[src/hw/rtl/lrpw_pkg.sv]
// shared types, constants and helpers of the rectangle pixel writer
package lrpw_pkg;

	localparam int CoordW = 16;
	localparam int SpanW = CoordW + 1;
	localparam int BudgetW = 23;
	localparam int ColourW = 24;
	localparam int QueueDepth = 4;
	localparam int QueuePtrW = $clog2(QueueDepth);

	localparam logic [BudgetW-1:0] BudgetMax = '1;
	localparam logic [ColourW-1:0] FgReset = 24'hFF_FFFF;
	localparam logic [ColourW-1:0] BgReset = 24'h00_0000;

	// display command bytes
	localparam logic [7:0] CmdColumn = 8'h2A;
	localparam logic [7:0] CmdRow = 8'h2B;
	localparam logic [7:0] CmdWrite = 8'h2C;

	// byte positions of the command bytes within a region sequence
	localparam logic [3:0] StepColumn = 4'd0;
	localparam logic [3:0] StepRow = 4'd5;
	localparam logic [3:0] StepWrite = 4'd10;

	// configuration register indexes
	localparam logic CfgFg = 1'b0;
	localparam logic CfgBg = 1'b1;

	typedef enum logic [1:0] {
		OP_REGION = 2'd0,
		OP_MONO   = 2'd1,
		OP_RUN    = 2'd2,
		OP_TICK   = 2'd3
	} op_t;

	typedef enum logic [1:0] {
		KIND_CLEAR = 2'd0,
		KIND_FILL  = 2'd1,
		KIND_MONO  = 2'd2,
		KIND_RUN   = 2'd3
	} kind_t;

	typedef struct packed {
		op_t                 op;
		kind_t               kind;
		logic [CoordW-1:0]   xs;
		logic [CoordW-1:0]   xe;
		logic [CoordW-1:0]   ys;
		logic [CoordW-1:0]   ye;
		logic [7:0]          mono_bits;
		logic [7:0]          run_length;
		logic [ColourW-1:0]  run_colour;
		logic [BudgetW-1:0]  budget;
	} item_t;

	typedef struct packed {
		logic [ColourW-1:0] fg;
		logic [ColourW-1:0] bg;
	} colours_t;

	// pixel bytes go out high byte first
	function automatic logic [7:0] colour_byte(input logic [ColourW-1:0] c,
			input logic [1:0] idx);
		logic [7:0] b;
		case (idx)
			2'd0: b = c[23:16];
			2'd1: b = c[15:8];
			default: b = c[7:0];
		endcase
		return b;
	endfunction

endpackage

[src/hw/rtl/lrpw_front.sv]
// front end: takes request transactions, works out the pixel budget, feeds the queue
module lrpw_front import lrpw_pkg::*; #(
	parameter int COORD_BITS = 11
) (
	input  logic                  clk,
	input  logic                  arst_n,
	input  logic                  req_valid,
	output logic                  req_stall,
	input  logic [1:0]            mode,
	input  logic [1:0]            paint_kind,
	input  logic [COORD_BITS-1:0] x_start,
	input  logic [COORD_BITS-1:0] x_end,
	input  logic [COORD_BITS-1:0] y_start,
	input  logic [COORD_BITS-1:0] y_end,
	input  logic [7:0]            mono_bits,
	input  logic [7:0]            run_length,
	input  logic [ColourW-1:0]    run_colour,
	output logic                  push,
	output item_t                 push_item,
	input  logic                  full
);

	logic                 valid_s1, valid_s2;
	item_t                item_s1, item_s2;
	logic [SpanW-1:0]     span_x_s1, span_y_s1;
	logic [COORD_BITS:0]  span_x, span_y;
	logic [2*SpanW-1:0]   product;
	logic [BudgetW-1:0]   budget;
	logic                 ready_s1, ready_s2;

	// inclusive span, zero when the end lies below the start
	assign span_x = (x_end < x_start) ? '0 :
		((COORD_BITS+1)'(x_end) - (COORD_BITS+1)'(x_start) + 1'b1);
	assign span_y = (y_end < y_start) ? '0 :
		((COORD_BITS+1)'(y_end) - (COORD_BITS+1)'(y_start) + 1'b1);

	assign product = span_x_s1 * span_y_s1;
	assign budget = (product > (2*SpanW)'(BudgetMax)) ? BudgetMax : product[BudgetW-1:0];

	assign ready_s2 = !valid_s2 || !full;
	assign ready_s1 = !valid_s1 || ready_s2;
	assign req_stall = !ready_s1;

	assign push = valid_s2 && !full;
	assign push_item = item_s2;

	always_ff @(posedge clk or negedge arst_n) begin
		if (!arst_n) begin
			valid_s1 <= 1'b0;
			valid_s2 <= 1'b0;
		end else begin
			if (ready_s1) valid_s1 <= req_valid;
			if (ready_s2) valid_s2 <= valid_s1;
		end
	end

	always_ff @(posedge clk) begin
		if (ready_s1 && req_valid) begin
			item_s1.op <= op_t'(mode);
			item_s1.kind <= kind_t'(paint_kind);
			item_s1.xs <= CoordW'(x_start);
			item_s1.xe <= CoordW'(x_end);
			item_s1.ys <= CoordW'(y_start);
			item_s1.ye <= CoordW'(y_end);
			item_s1.mono_bits <= mono_bits;
			item_s1.run_length <= run_length;
			item_s1.run_colour <= run_colour;
			item_s1.budget <= '0;
			span_x_s1 <= SpanW'(span_x);
			span_y_s1 <= SpanW'(span_y);
		end
		// budget is the lowest field of the item
		if (ready_s2 && valid_s1) begin
			item_s2 <= item_t'({item_s1[$bits(item_t)-1:BudgetW], budget});
		end
	end

endmodule

[src/hw/rtl/lrpw_queue.sv]
// short item queue between front and back end
module lrpw_queue import lrpw_pkg::*; (
	input  logic  clk,
	input  logic  arst_n,
	input  logic  push,
	input  item_t push_item,
	output logic  full,
	input  logic  pop,
	output item_t head,
	output logic  empty
);

	item_t                entry_q [QueueDepth];
	logic [QueuePtrW-1:0] wr_ptr_q, rd_ptr_q;
	logic [QueuePtrW:0]   count_q;

	assign full = (count_q == (QueuePtrW+1)'(QueueDepth));
	assign empty = (count_q == '0);
	assign head = entry_q[rd_ptr_q];

	always_ff @(posedge clk or negedge arst_n) begin
		if (!arst_n) begin
			wr_ptr_q <= '0;
			rd_ptr_q <= '0;
			count_q <= '0;
		end else begin
			if (push) wr_ptr_q <= wr_ptr_q + 1'b1;
			if (pop) rd_ptr_q <= rd_ptr_q + 1'b1;
			if (push && !pop) count_q <= count_q + 1'b1;
			else if (pop && !push) count_q <= count_q - 1'b1;
		end
	end

	always_ff @(posedge clk) begin
		if (push) entry_q[wr_ptr_q] <= push_item;
	end

endmodule

[src/hw/rtl/lrpw_back.sv]
// back end: holds the paint state and sends bytes through the output register
module lrpw_back import lrpw_pkg::*; (
	input  logic     clk,
	input  logic     arst_n,
	input  colours_t colours,
	input  item_t    head,
	input  logic     empty,
	output logic     pop,
	output logic     bus_valid,
	input  logic     bus_stall,
	output logic     is_data,
	output logic [7:0] bus_byte,
	output logic     last_of_item,
	output logic     window_done
);

	// item in progress
	logic               work_valid_q;
	item_t              work_q;
	logic [3:0]         step_q;
	logic [1:0]         sub_q;
	logic [7:0]         bits_q;

	// paint state
	logic [BudgetW-1:0] pixels_left_q;
	logic [7:0]         run_left_q;
	logic [ColourW-1:0] run_colour_q;
	kind_t              kind_q;

	// output register
	logic               out_valid_q;
	logic               is_data_q, last_q, done_q;
	logic [7:0]         byte_q;

	logic               load_ok, emit, finish, proceed, px_end, active;
	logic               d_is_data, d_last, d_done;
	logic [7:0]         d_byte;
	logic [ColourW-1:0] colour;

	assign load_ok = !out_valid_q || !bus_stall;
	assign px_end = (sub_q == 2'd2);

	always_comb begin
		emit = 1'b0;
		finish = 1'b1;
		active = 1'b0;
		d_is_data = 1'b1;
		d_byte = '0;
		d_last = 1'b0;
		d_done = 1'b0;
		colour = colours.bg;
		case (work_q.op)
			OP_REGION: begin
				emit = 1'b1;
				finish = (step_q == StepWrite);
				d_last = finish;
				case (step_q)
					StepColumn: begin
						d_is_data = 1'b0;
						d_byte = CmdColumn;
					end
					4'd1: d_byte = work_q.xs[15:8];
					4'd2: d_byte = work_q.xs[7:0];
					4'd3: d_byte = work_q.xe[15:8];
					4'd4: d_byte = work_q.xe[7:0];
					StepRow: begin
						d_is_data = 1'b0;
						d_byte = CmdRow;
					end
					4'd6: d_byte = work_q.ys[15:8];
					4'd7: d_byte = work_q.ys[7:0];
					4'd8: d_byte = work_q.ye[15:8];
					4'd9: d_byte = work_q.ye[7:0];
					StepWrite: begin
						d_is_data = 1'b0;
						d_byte = CmdWrite;
					end
					default: d_byte = '0;
				endcase
			end
			OP_MONO: begin
				active = (kind_q == KIND_MONO) && (pixels_left_q != '0);
				colour = bits_q[7] ? colours.fg : colours.bg;
				emit = active;
				d_byte = colour_byte(colour, sub_q);
				// item ends on its eighth pixel or when the budget runs out
				d_last = px_end && ((step_q == 4'd7) || (pixels_left_q == BudgetW'(1)));
				d_done = px_end && (pixels_left_q == BudgetW'(1));
				finish = !active || d_last;
			end
			OP_RUN: begin
				finish = 1'b1;
			end
			OP_TICK: begin
				active = (pixels_left_q != '0) && ((kind_q == KIND_FILL) ||
					((kind_q == KIND_RUN) && (run_left_q != '0)));
				colour = (kind_q == KIND_FILL) ? colours.bg : run_colour_q;
				emit = active;
				d_byte = colour_byte(colour, sub_q);
				d_last = px_end;
				d_done = px_end && (pixels_left_q == BudgetW'(1));
				finish = !active || px_end;
			end
			default: finish = 1'b1;
		endcase
	end

	assign proceed = work_valid_q && (!emit || load_ok);
	assign pop = !empty && (!work_valid_q || (proceed && finish));

	always_ff @(posedge clk or negedge arst_n) begin
		if (!arst_n) begin
			work_valid_q <= 1'b0;
			step_q <= '0;
			sub_q <= '0;
			pixels_left_q <= '0;
			run_left_q <= '0;
			run_colour_q <= '0;
			kind_q <= KIND_CLEAR;
			out_valid_q <= 1'b0;
		end else begin
			if (load_ok) out_valid_q <= work_valid_q && emit;

			if (pop) begin
				work_valid_q <= 1'b1;
				step_q <= '0;
				sub_q <= '0;
			end else if (proceed && finish) begin
				work_valid_q <= 1'b0;
			end else if (proceed) begin
				if (work_q.op == OP_REGION || px_end) begin
					step_q <= step_q + 1'b1;
					sub_q <= '0;
				end else begin
					sub_q <= sub_q + 1'b1;
				end
			end

			if (proceed) begin
				case (work_q.op)
					OP_REGION: begin
						if (finish) begin
							kind_q <= work_q.kind;
							run_left_q <= '0;
							pixels_left_q <= (work_q.kind == KIND_CLEAR) ? '0 : work_q.budget;
						end
					end
					OP_MONO: begin
						if (active && px_end) pixels_left_q <= pixels_left_q - 1'b1;
					end
					OP_RUN: begin
						if (kind_q == KIND_RUN) begin
							run_left_q <= work_q.run_length;
							run_colour_q <= work_q.run_colour;
						end
					end
					OP_TICK: begin
						if (active && px_end) begin
							pixels_left_q <= pixels_left_q - 1'b1;
							// a run that reaches the end of the window is dropped
							if (kind_q == KIND_RUN)
								run_left_q <= (pixels_left_q == BudgetW'(1)) ? '0 :
									run_left_q - 1'b1;
						end
					end
					default: ;
				endcase
			end
		end
	end

	always_ff @(posedge clk) begin
		if (pop) begin
			work_q <= head;
			bits_q <= head.mono_bits;
		end else if (proceed && !finish && work_q.op == OP_MONO && px_end) begin
			bits_q <= {bits_q[6:0], 1'b0};
		end
		if (load_ok && work_valid_q && emit) begin
			is_data_q <= d_is_data;
			byte_q <= d_byte;
			last_q <= d_last;
			done_q <= d_done;
		end
	end

	assign bus_valid = out_valid_q;
	assign is_data = is_data_q;
	assign bus_byte = byte_q;
	assign last_of_item = last_q;
	assign window_done = done_q;

`ifndef SYNTHESIS
	a_done_ends_item: assert property (@(posedge clk) disable iff (!arst_n)
		out_valid_q && done_q |-> last_q && is_data_q)
		else $error("window completion not on the last data byte of a transaction");

	a_clear_no_budget: assert property (@(posedge clk) disable iff (!arst_n)
		proceed && finish && work_q.op == OP_REGION && work_q.kind == KIND_CLEAR
		|=> pixels_left_q == '0)
		else $error("clear window left a pixel budget");

	a_region_step_range: assert property (@(posedge clk) disable iff (!arst_n)
		work_valid_q && work_q.op == OP_REGION |-> step_q <= StepWrite)
		else $error("region sequence ran past the memory write command");

	a_pixel_needs_budget: assert property (@(posedge clk) disable iff (!arst_n)
		proceed && active && px_end |=> pixels_left_q == $past(pixels_left_q) - 1'b1)
		else $error("pixel sent without taking one from the budget");
`endif

endmodule

[src/hw/rtl/lcd_rectangle_pixel_writer.sv]
// top level of the rectangle pixel writer for an 8-bit display bus
// Turns paint request transactions into command and data bytes for an 8-bit display
// bus. A region transaction sends column set, row set and memory write (11 bytes)
// and loads the pixel budget; each pixel is three data bytes, high byte first. The
// output byte register moves one byte per cycle while the bus does not stall. A
// tick sends at most one pixel, a mono byte at most eight, and a run word or a
// transaction that sends nothing puts no byte on the bus. Requests pass a two-stage
// front end (span, then budget multiply) and a four-entry queue, so requests keep
// being taken while the bus side is stalled until the queue fills. Colour registers
// are read while pixels go out, so write them only while the block is idle.
module lcd_rectangle_pixel_writer import lrpw_pkg::*; #(
	parameter int COORD_BITS = 11
) (
	input  logic                  clk,
	input  logic                  arst_n,
	// configuration write port
	input  logic                  cfg_we,
	input  logic                  cfg_index,
	input  logic [ColourW-1:0]    cfg_data,
	// request channel
	input  logic                  req_valid,
	output logic                  req_stall,
	input  logic [1:0]            mode,
	input  logic [1:0]            paint_kind,
	input  logic [COORD_BITS-1:0] x_start,
	input  logic [COORD_BITS-1:0] x_end,
	input  logic [COORD_BITS-1:0] y_start,
	input  logic [COORD_BITS-1:0] y_end,
	input  logic [7:0]            mono_bits,
	input  logic [7:0]            run_length,
	input  logic [ColourW-1:0]    run_colour,
	// display bus channel
	output logic                  bus_valid,
	input  logic                  bus_stall,
	output logic                  is_data,
	output logic [7:0]            bus_byte,
	output logic                  last_of_item,
	output logic                  window_done
);

	colours_t colours_q;
	logic     push, full, pop, empty;
	item_t    push_item, head;

	// foreground and background colour registers
	always_ff @(posedge clk or negedge arst_n) begin
		if (!arst_n) begin
			colours_q.fg <= FgReset;
			colours_q.bg <= BgReset;
		end else if (cfg_we) begin
			case (cfg_index)
				CfgFg: colours_q.fg <= cfg_data;
				CfgBg: colours_q.bg <= cfg_data;
				default: ;
			endcase
		end
	end

	// front end: budget computed before the item enters the queue
	lrpw_front #(
		.COORD_BITS(COORD_BITS)
	) u_front (
		.clk        (clk),
		.arst_n     (arst_n),
		.req_valid  (req_valid),
		.req_stall  (req_stall),
		.mode       (mode),
		.paint_kind (paint_kind),
		.x_start    (x_start),
		.x_end      (x_end),
		.y_start    (y_start),
		.y_end      (y_end),
		.mono_bits  (mono_bits),
		.run_length (run_length),
		.run_colour (run_colour),
		.push       (push),
		.push_item  (push_item),
		.full       (full)
	);

	// decouples request intake from bus pacing
	lrpw_queue u_queue (
		.clk       (clk),
		.arst_n    (arst_n),
		.push      (push),
		.push_item (push_item),
		.full      (full),
		.pop       (pop),
		.head      (head),
		.empty     (empty)
	);

	// back end: paint state and byte sequencing
	lrpw_back u_back (
		.clk          (clk),
		.arst_n       (arst_n),
		.colours      (colours_q),
		.head         (head),
		.empty        (empty),
		.pop          (pop),
		.bus_valid    (bus_valid),
		.bus_stall    (bus_stall),
		.is_data      (is_data),
		.bus_byte     (bus_byte),
		.last_of_item (last_of_item),
		.window_done  (window_done)
	);

endmodule

[config.mk]
export PLATFORM = sky130hd
export DESIGN_NAME = lcd_rectangle_pixel_writer
export DESIGN_NICKNAME = d
export VERILOG_FILES = /design/src/hw/rtl/lrpw_pkg.sv /design/src/hw/rtl/lrpw_front.sv /design/src/hw/rtl/lrpw_queue.sv /design/src/hw/rtl/lrpw_back.sv /design/src/hw/rtl/lcd_rectangle_pixel_writer.sv
export SDC_FILE = /design/constraint.sdc
export NUM_CORES = 1
export LEC_CHECK = 0
export ABC_CLOCK_PERIOD_IN_PS = 27000
export BUFFER_PORTS_ARGS = -buffer_cell sky130_fd_sc_hd__buf_4
export CAP_MARGIN = 20
export CORE_MARGIN = 2
export CORE_UTILIZATION = 40
export CTS_CLUSTER_DIAMETER = 40
export DETAILED_ROUTE_END_ITERATION = 6
export GPL_TIMING_DRIVEN = 0
export PLACE_DENSITY = 0.62
export SYNTH_ARGS = -nofsm -noshare
export SYNTH_HDL_FRONTEND = slang
export SYNTH_HIERARCHICAL = 1
export SYNTH_SLANG_ARGS = --single-unit
[constraint.sdc]
create_clock -name clk -period 27 [get_ports clk]
set_clock_uncertainty 0.15 [all_clocks]
set_input_delay 1.35 -clock clk [delete_from_list [all_inputs] [get_ports clk]]
set_output_delay 1.35 -clock clk [all_outputs]
set_load 0.005 [all_outputs]
# After elaboration in Yosys (flattened, before gate mapping)
# Memories as Yosys holds them, arrays and structs flattened.
# Cells that the tools add are included.
[totals]
reg_bits = 487
ramBits = 444
inputBits = 118
out_inout_bits = 13
wordCells = 199
mem_count = 1
[mem_list]
columns = ["memory", "words", "word_bits", "rd", "rd_clocked_by_memory_dff", "wr", "line", "source"]
rows = [
  ["u_queue.entry_q", 4, 111, 1, 0, 1, "lrpw_queue.sv:13", "item_t entry_q [QueueDepth];"],
]
[op_classes]
n_addsub = 12
mul = 1
order_cmp = 3
n_eq_ne = 26
n_mux = 37
bitwise_logic = 1
n_reduce_logical = 68
[ops]
columns = ["op", "count"]
rows = [
  ["$pmux 8 s11", 1],
  ["$mux 23", 3],
  ["$mux 8", 7],
  ["$mux 24", 2],
  ["$pmux 8 s3", 2],
  ["$pmux 23 s2", 1],
  ["$gt 34x23->1 const B", 1],
  ["$pmux 8 s2", 2],
  ["$add 12x1->12 const B", 2],
  ["$mul 12x12->24", 1],
  ["$sub 11x11->12", 2],
  ["$eq 23x1->1 const B", 1],
  ["$reduce_bool 23->1", 1],
  ["$sub 23x1->23 const B", 1],
  ["$lt 11x11->1", 2],
  ["$logic_and 1x1->1", 20],
  ["$eq 4x3->1 const B", 4],
  ["$mux 4", 4],
  ["$logic_not 1->1", 14],
  ["$eq 4x4->1 const B", 3],
  ["$reduce_bool 2->1", 6],
  ["$eq 2x2->1 const B", 5],
  ["$logic_or 1x1->1", 10],
  ["$ne 2x1->1 const B", 5],
  ["other kinds (28)", 48],
]

# Longest topological paths before layout
[depth]
depth_word = 14
mapped_depth = 23
mapped_depth_nobuf = 19

# Hierarchy
# Netlist, hierarchy kept.
[modules_own_cells]
columns = ["mod", "n_inst", "cells_per_inst", "area_per_inst_um2"]
rows = [
  ["lrpw_queue", 1, 719, 19279.7],
  ["lrpw_front", 1, 1085, 13560.5],
  ["lrpw_back", 1, 757, 9623.0],
  ["lcd_rectangle_pixel_writer", 1, 103, 2015.7],
]

# Worst setup path before layout
# OpenSTA, ideal clock, no wires.
[synth_timing]
path_kind = "reg-to-reg"
startpoint = "register u_queue.count_q[2]"
endpoint = "register u_front.item_s2, in the netlist u_front/push_item[0] (enable)"
arrival_time_ns = 8.497
path_slack_ns = 17.603
stages_incl_launch_ff = 3
n_path_buf = 0
path_cell_list = "dfrtp_1 nor3b_1 a21boi_0"
[synth_between]
elab_chain_len = 4
[synth_lines]
columns = ["item", "line", "source"]
rows = [
  ["from (decl)", "lrpw_queue.sv:15", "logic [QueuePtrW:0] count_q;"],
  ["from (signal assigned)", "lrpw_queue.sv:29", "if (push && !pop) count_q <= count_q + 1'b1;"],
  ["from (signal assigned)", "lrpw_queue.sv:30", "else if (pop && !push) count_q <= count_q - 1'b1;"],
  ["$eq 3x3->1", "lrpw_queue.sv:17", "assign full = (count_q == (QueuePtrW+1)'(QueueDepth));"],
  ["named net full", "lcd_rectangle_pixel_writer.sv:42", "logic push, full, pop, empty;"],
  ["$logic_not 1->1", "lrpw_front.sv:40", "assign ready_s2 = !valid_s2 || !full;"],
  ["$logic_or 1x1->1", "lrpw_front.sv:40", ""],
  ["$logic_and 1x1->1", "lrpw_front.sv:73", "if (ready_s2 && valid_s1) begin"],
  ["to (signal assigned)", "lrpw_front.sv:74", "item_s2 <= item_t'({item_s1[$bits(item_t)-1:BudgetW], budget});"],
  ["to (decl)", "lrpw_front.sv:24", "item_t item_s1, item_s2;"],
]
# The timed path passes the listed nets, and every way through them passes these cells.
# A chain may end at the register's enable or synchronous reset.

# Final worst setup path
[layout_timing]
startpoint = "register u_front.span_x_s1[9]"
endpoint = "register u_front.item_s2, in the netlist u_front/push_item[12] (data pin)"
[layout_between]
elab_chain_len = 2
[layout_lines]
columns = ["item", "line", "source"]
rows = [
  ["from (decl)", "lrpw_front.sv:25", "logic [SpanW-1:0] span_x_s1, span_y_s1;"],
  ["from (signal assigned)", "lrpw_front.sv:69", "span_x_s1 <= SpanW'(span_x);"],
  ["$mul 12x12->24 (*)", "lrpw_front.sv:37", "assign product = span_x_s1 * span_y_s1;"],
  ["$gt 34x23->1", "lrpw_front.sv:38", "assign budget = (product > (2*SpanW)'(BudgetMax)) ? BudgetMax : product[BudgetW-1:0];"],
]
# Mark *: on every way between the ends. The rest lies on a longest branch, timed or not.

==> qor.yml <==
clock_network:
  cts_sinks: 1011
  cts_buffers: 132
  clk_latency_ps: 740
  cts_max_level: 4
  cts_tree: "yes"
  cts_hold_buf: 0
  clk_path_buf_depth: 3
  clkTransAtPathRegs_ps: 60
  post_cts_buffers: 0
  root_buffer: "clkbuf_16"
  cts-resized-gates: 0
timing:
  drv_slew: 0
  timing.setup.tns_ps: 0
  grt_setup_unrepaired: "false"
  tightest_slew_ps: 995.0
  max_freq_mhz: 155.5
  worst_slack_ps: 20570
  min_period_ps: 6432
  setup_violations: 0
  fin_hold_ws_ps: 257.8
  maxSlewHeadroom: 0.3315
  hold_viol: 0
  fin_crit_sh: 0.2382
power_and_ir_drop:
  swShare: 0.3328
  p_sw_uw: 2112
  p_clk_frac: 0.290
  p_leak_uw: 0.01975
  seqPwrFrac: 0.392
  combPwrFrac: 0.319
  internal-power_uw: 4233
  peakVddDrop_mv: 0.08337
  power.density_nw_per_um2: 120.6
drt:
  drtAntennaViolNets: 0
  routedWlPerCell_um: 21.36
  first_pass_iters: 5
  via_per_inst: 5.180
  post-route-drc-count: 0
  vias: 23620
  wirelength_um: 97430
  dr.first_iter.drc_count: 1984
final_layout:
  multi_input_area_um2: 13250
  fillCellCount: 9463
  syn2layout_area_growth_pct: 18.25
  design_area_um2: 52600
  regArea_um2: 29780
  final_nets: 3318
  drive_above_1_share: 0.2253
  fin_cells: 4561
synth:
  async_flop_share: 0.1207
  syn_area_um2: 44480
  synthMostInstantiatedCell: "edfxtp_1"
  synth_cell_types: 92
  synth_seq_area_share: 0.6695
  synth.largest_area_cell: "edfxtp_1"
  yosysWarnings: 6
  synth.top_cells.by_count: "889 x edfxtp_1, 210 x inv_1, 174 x nand2_1"
  synth_area_leaders: "edfxtp_1 60%, mux4_2 6.6%, dfrtp_1 5.5%, fa_1 5.0%, ha_1 3.5%"
  ys.flop_type: "edfxtp_1"
  ys_ff_latch: 1011
  synthCells: 2664
  syn_avg_cell_area_um2: 16.70
  synth_top_area_frac: 0.6002
  synth_edf_count: 889
place:
  place_hpwl_um: 66040
  port_buffers: 130
  dpl_cell_area_um2: 47870
  pre_cts_ws_ps: 20580
  placed_cells: 4319
  place_congestion: 0.8618
floorplan:
  dieWidth_um: 337.5
  start_util: 0.4025
  core_area_um2: 110500
  die_y_um: 337.5
  row_count: 122
  dieArea_um2: 113900
  io_pins: 131
global_route:
  grt_max_degree: 81
  grt_pass1_vias: 24330
  track_usage: 0.1749
  antenna_found_initial: 3
  overflow: 0
  grt_pass1_wl_um: 149800
worst_setup_path:
  r2r_start: "u_front/span_x_s1[9]$_SDFFCE_PN0P_"
  end_kind: "flop"
  critPathLaunch: "u_front/span_x_s1[9]$_SDFFCE_PN0P_"
  critPathRequiredTime_ps: 27270
  arrival_ps: 6700
  crit_fanout: 10
  cp-start-kind: "flop"
  timing_worst_setup_path_type: "flop to flop"
  ff2ff_path_depth: 18
min_path:
  whs_path_depth: 0
  hold_start: "u_front/item_s1[117]$_DFFE_PP_"
  hold_class: "flop to flop"
flow_run:
  maxCapViolCount: 0
run_status:
  status: "finished clean"
[power groups by stage]
stage          sequential (uW)  combinational (uW)  clock [uW]
6_report                  2490                2020        1840
5_1_grt                   2520                2250        1940
4_1_cts                   2490                2050        1880
3_5_place_dp              2520                2040           0
3_3_place_gp              2590                1970           0
2_1_floorplan             2470                1420           0
[stage by stage]
stage / power [uW] / util
floorplan: 3885 / -
global placement: 4563 / 0.4288
detailed placement: 4560 / 0.4331
CTS: 6423 / 0.4759
global route: 6719 / 0.4759
finish: 6345 / 0.4759
[cells in the final DEF (no fill, tap or decap), types with 19 or more instances in the layout]
cell / Yosys / layout
edfxtp_1: 889 / 889
inv_1: 210 / 210
nand2_1: 174 / 174
buf_4: 24 / 153
clkbuf_16: 0 / 135
mux4_2: 131 / 131
ha_1: 124 / 124
fa_1: 111 / 111
dfrtp_1: 98 / 98
clkbuf_1: 71 / 80
a21oi_1: 77 / 77
and2_1: 65 / 60
nor2_1: 59 / 59
o21ai_0: 47 / 47
mux2_4: 40 / 40
mux2_2: 31 / 31
nor3_1: 25 / 25
dfstp_2: 24 / 24
a22o_1: 23 / 23
nand3_1: 21 / 21
buf_2: 21 / 21
mux2_1: 20 / 20
conb_1: 1 / 20
bufinv_16: 0 / 19
a31oi_1: 19 / 19
[routing by layer]
| metal | global-route usage | vias to the layer above | share of wire |
|---|---|---|---|
| met4 | 0.05485 | 2 | 0.022 |
| met5 | 0 | - | 0.000072 |
| met2 | 0.2739 | 696 | 0.47 |
| li1 | - | 10700 | - |
| met3 | 0.03505 | 147 | 0.059 |
| met1 | 0.2467 | 12080 | 0.45 |
[worst paths after layout]
path | slack [ps] | to
worst max-delay path | 20570 | u_front/push_item[12]$_SDFFCE_PN1P_
worst min-delay path | 260 | u_front/push_item[117]$_DFFE_PP_
worst max register to register | 20570 | u_front/push_item[12]$_SDFFCE_PN1P_
worst min register to register | 260 | u_front/push_item[117]$_DFFE_PP_
max in group asynchronous | 25470 | u_back/pixels_left_q[6]$_DFFE_PN0P_
min in group asynchronous | 400 | colours_q[13]$_DFFE_PN0P_
[registers in the layout (all words and copies together) (netlist names), 2 cells and up]
| signal | count |
|---|---|
| u_queue/wr_ptr_q | 2 |
| u_queue/count_q | 3 |
| u_queue/entry_q | 524 |
| u_back/kind_q | 2 |
| u_back/bits_q | 8 |
| u_front/item_s1 | 88 |
| u_back/bus_byte | 8 |
| u_back/run_colour_q | 24 |
| u_back/run_left_q | 8 |
| u_front/push_item | 111 |
| u_back/step_q | 4 |
| u_queue/rd_ptr_q | 2 |
| u_front/span_y_s1 | 12 |
| u_front/span_x_s1 | 12 |
| colours_q | 48 |
| u_back/pixels_left_q | 23 |
| u_back/sub_q | 2 |
| u_back/work_q | 123 |
[critical path, stage by stage (launching register included)]
cell and delay, ps:
edfxtp_1 470, clkbuf_1 500, nand2_1 170, fa_1 560
inv_1 50, fa_1 550, fa_1 460, fa_1 540
inv_1 50, fa_1 520, inv_1 40, ha_1 260
clkbuf_1 280, nand2_1 150, o311a_1 420, a2111o_1 430
o211ai_2 120, buf_6 190, o21ai_0 190
[cell families (layout without fill, tap and decap cells)]
logic type | count (synthesis) | after routing | synth area share
multiplexers | 227 | 227 | 0.09387
flip-flops | 1011 | 1011 | 0.6695
buffers and inverters | 347 | 736 | 0.03511
XOR/XNOR | 35 | 35 | 0.006892
adder cells (fa/ha/maj) | 235 | 235 | 0.08484
AND/OR/NAND/NOR | 454 | 454 | 0.05280
AO/OA/AOI/OAI | 354 | 354 | 0.05691
other | 1 | 21 | 0.00008431
[final cells by class]
type / count / share of cell area
Sequential cell: 1011 / 0.5662
Clock inverter: 96 / 0.02474
Multi-Input combinational cell: 1325 / 0.2518
Clock buffer: 145 / 0.06513
Inverter: 211 / 0.01506
Timing Repair Buffer: 148 / 0.02693
Buffer: 136 / 0.01470
Antenna cell: 1 / 0.00004758
Tap cell: 1488 / 0.03540
(Power assumes the default switching activity.)
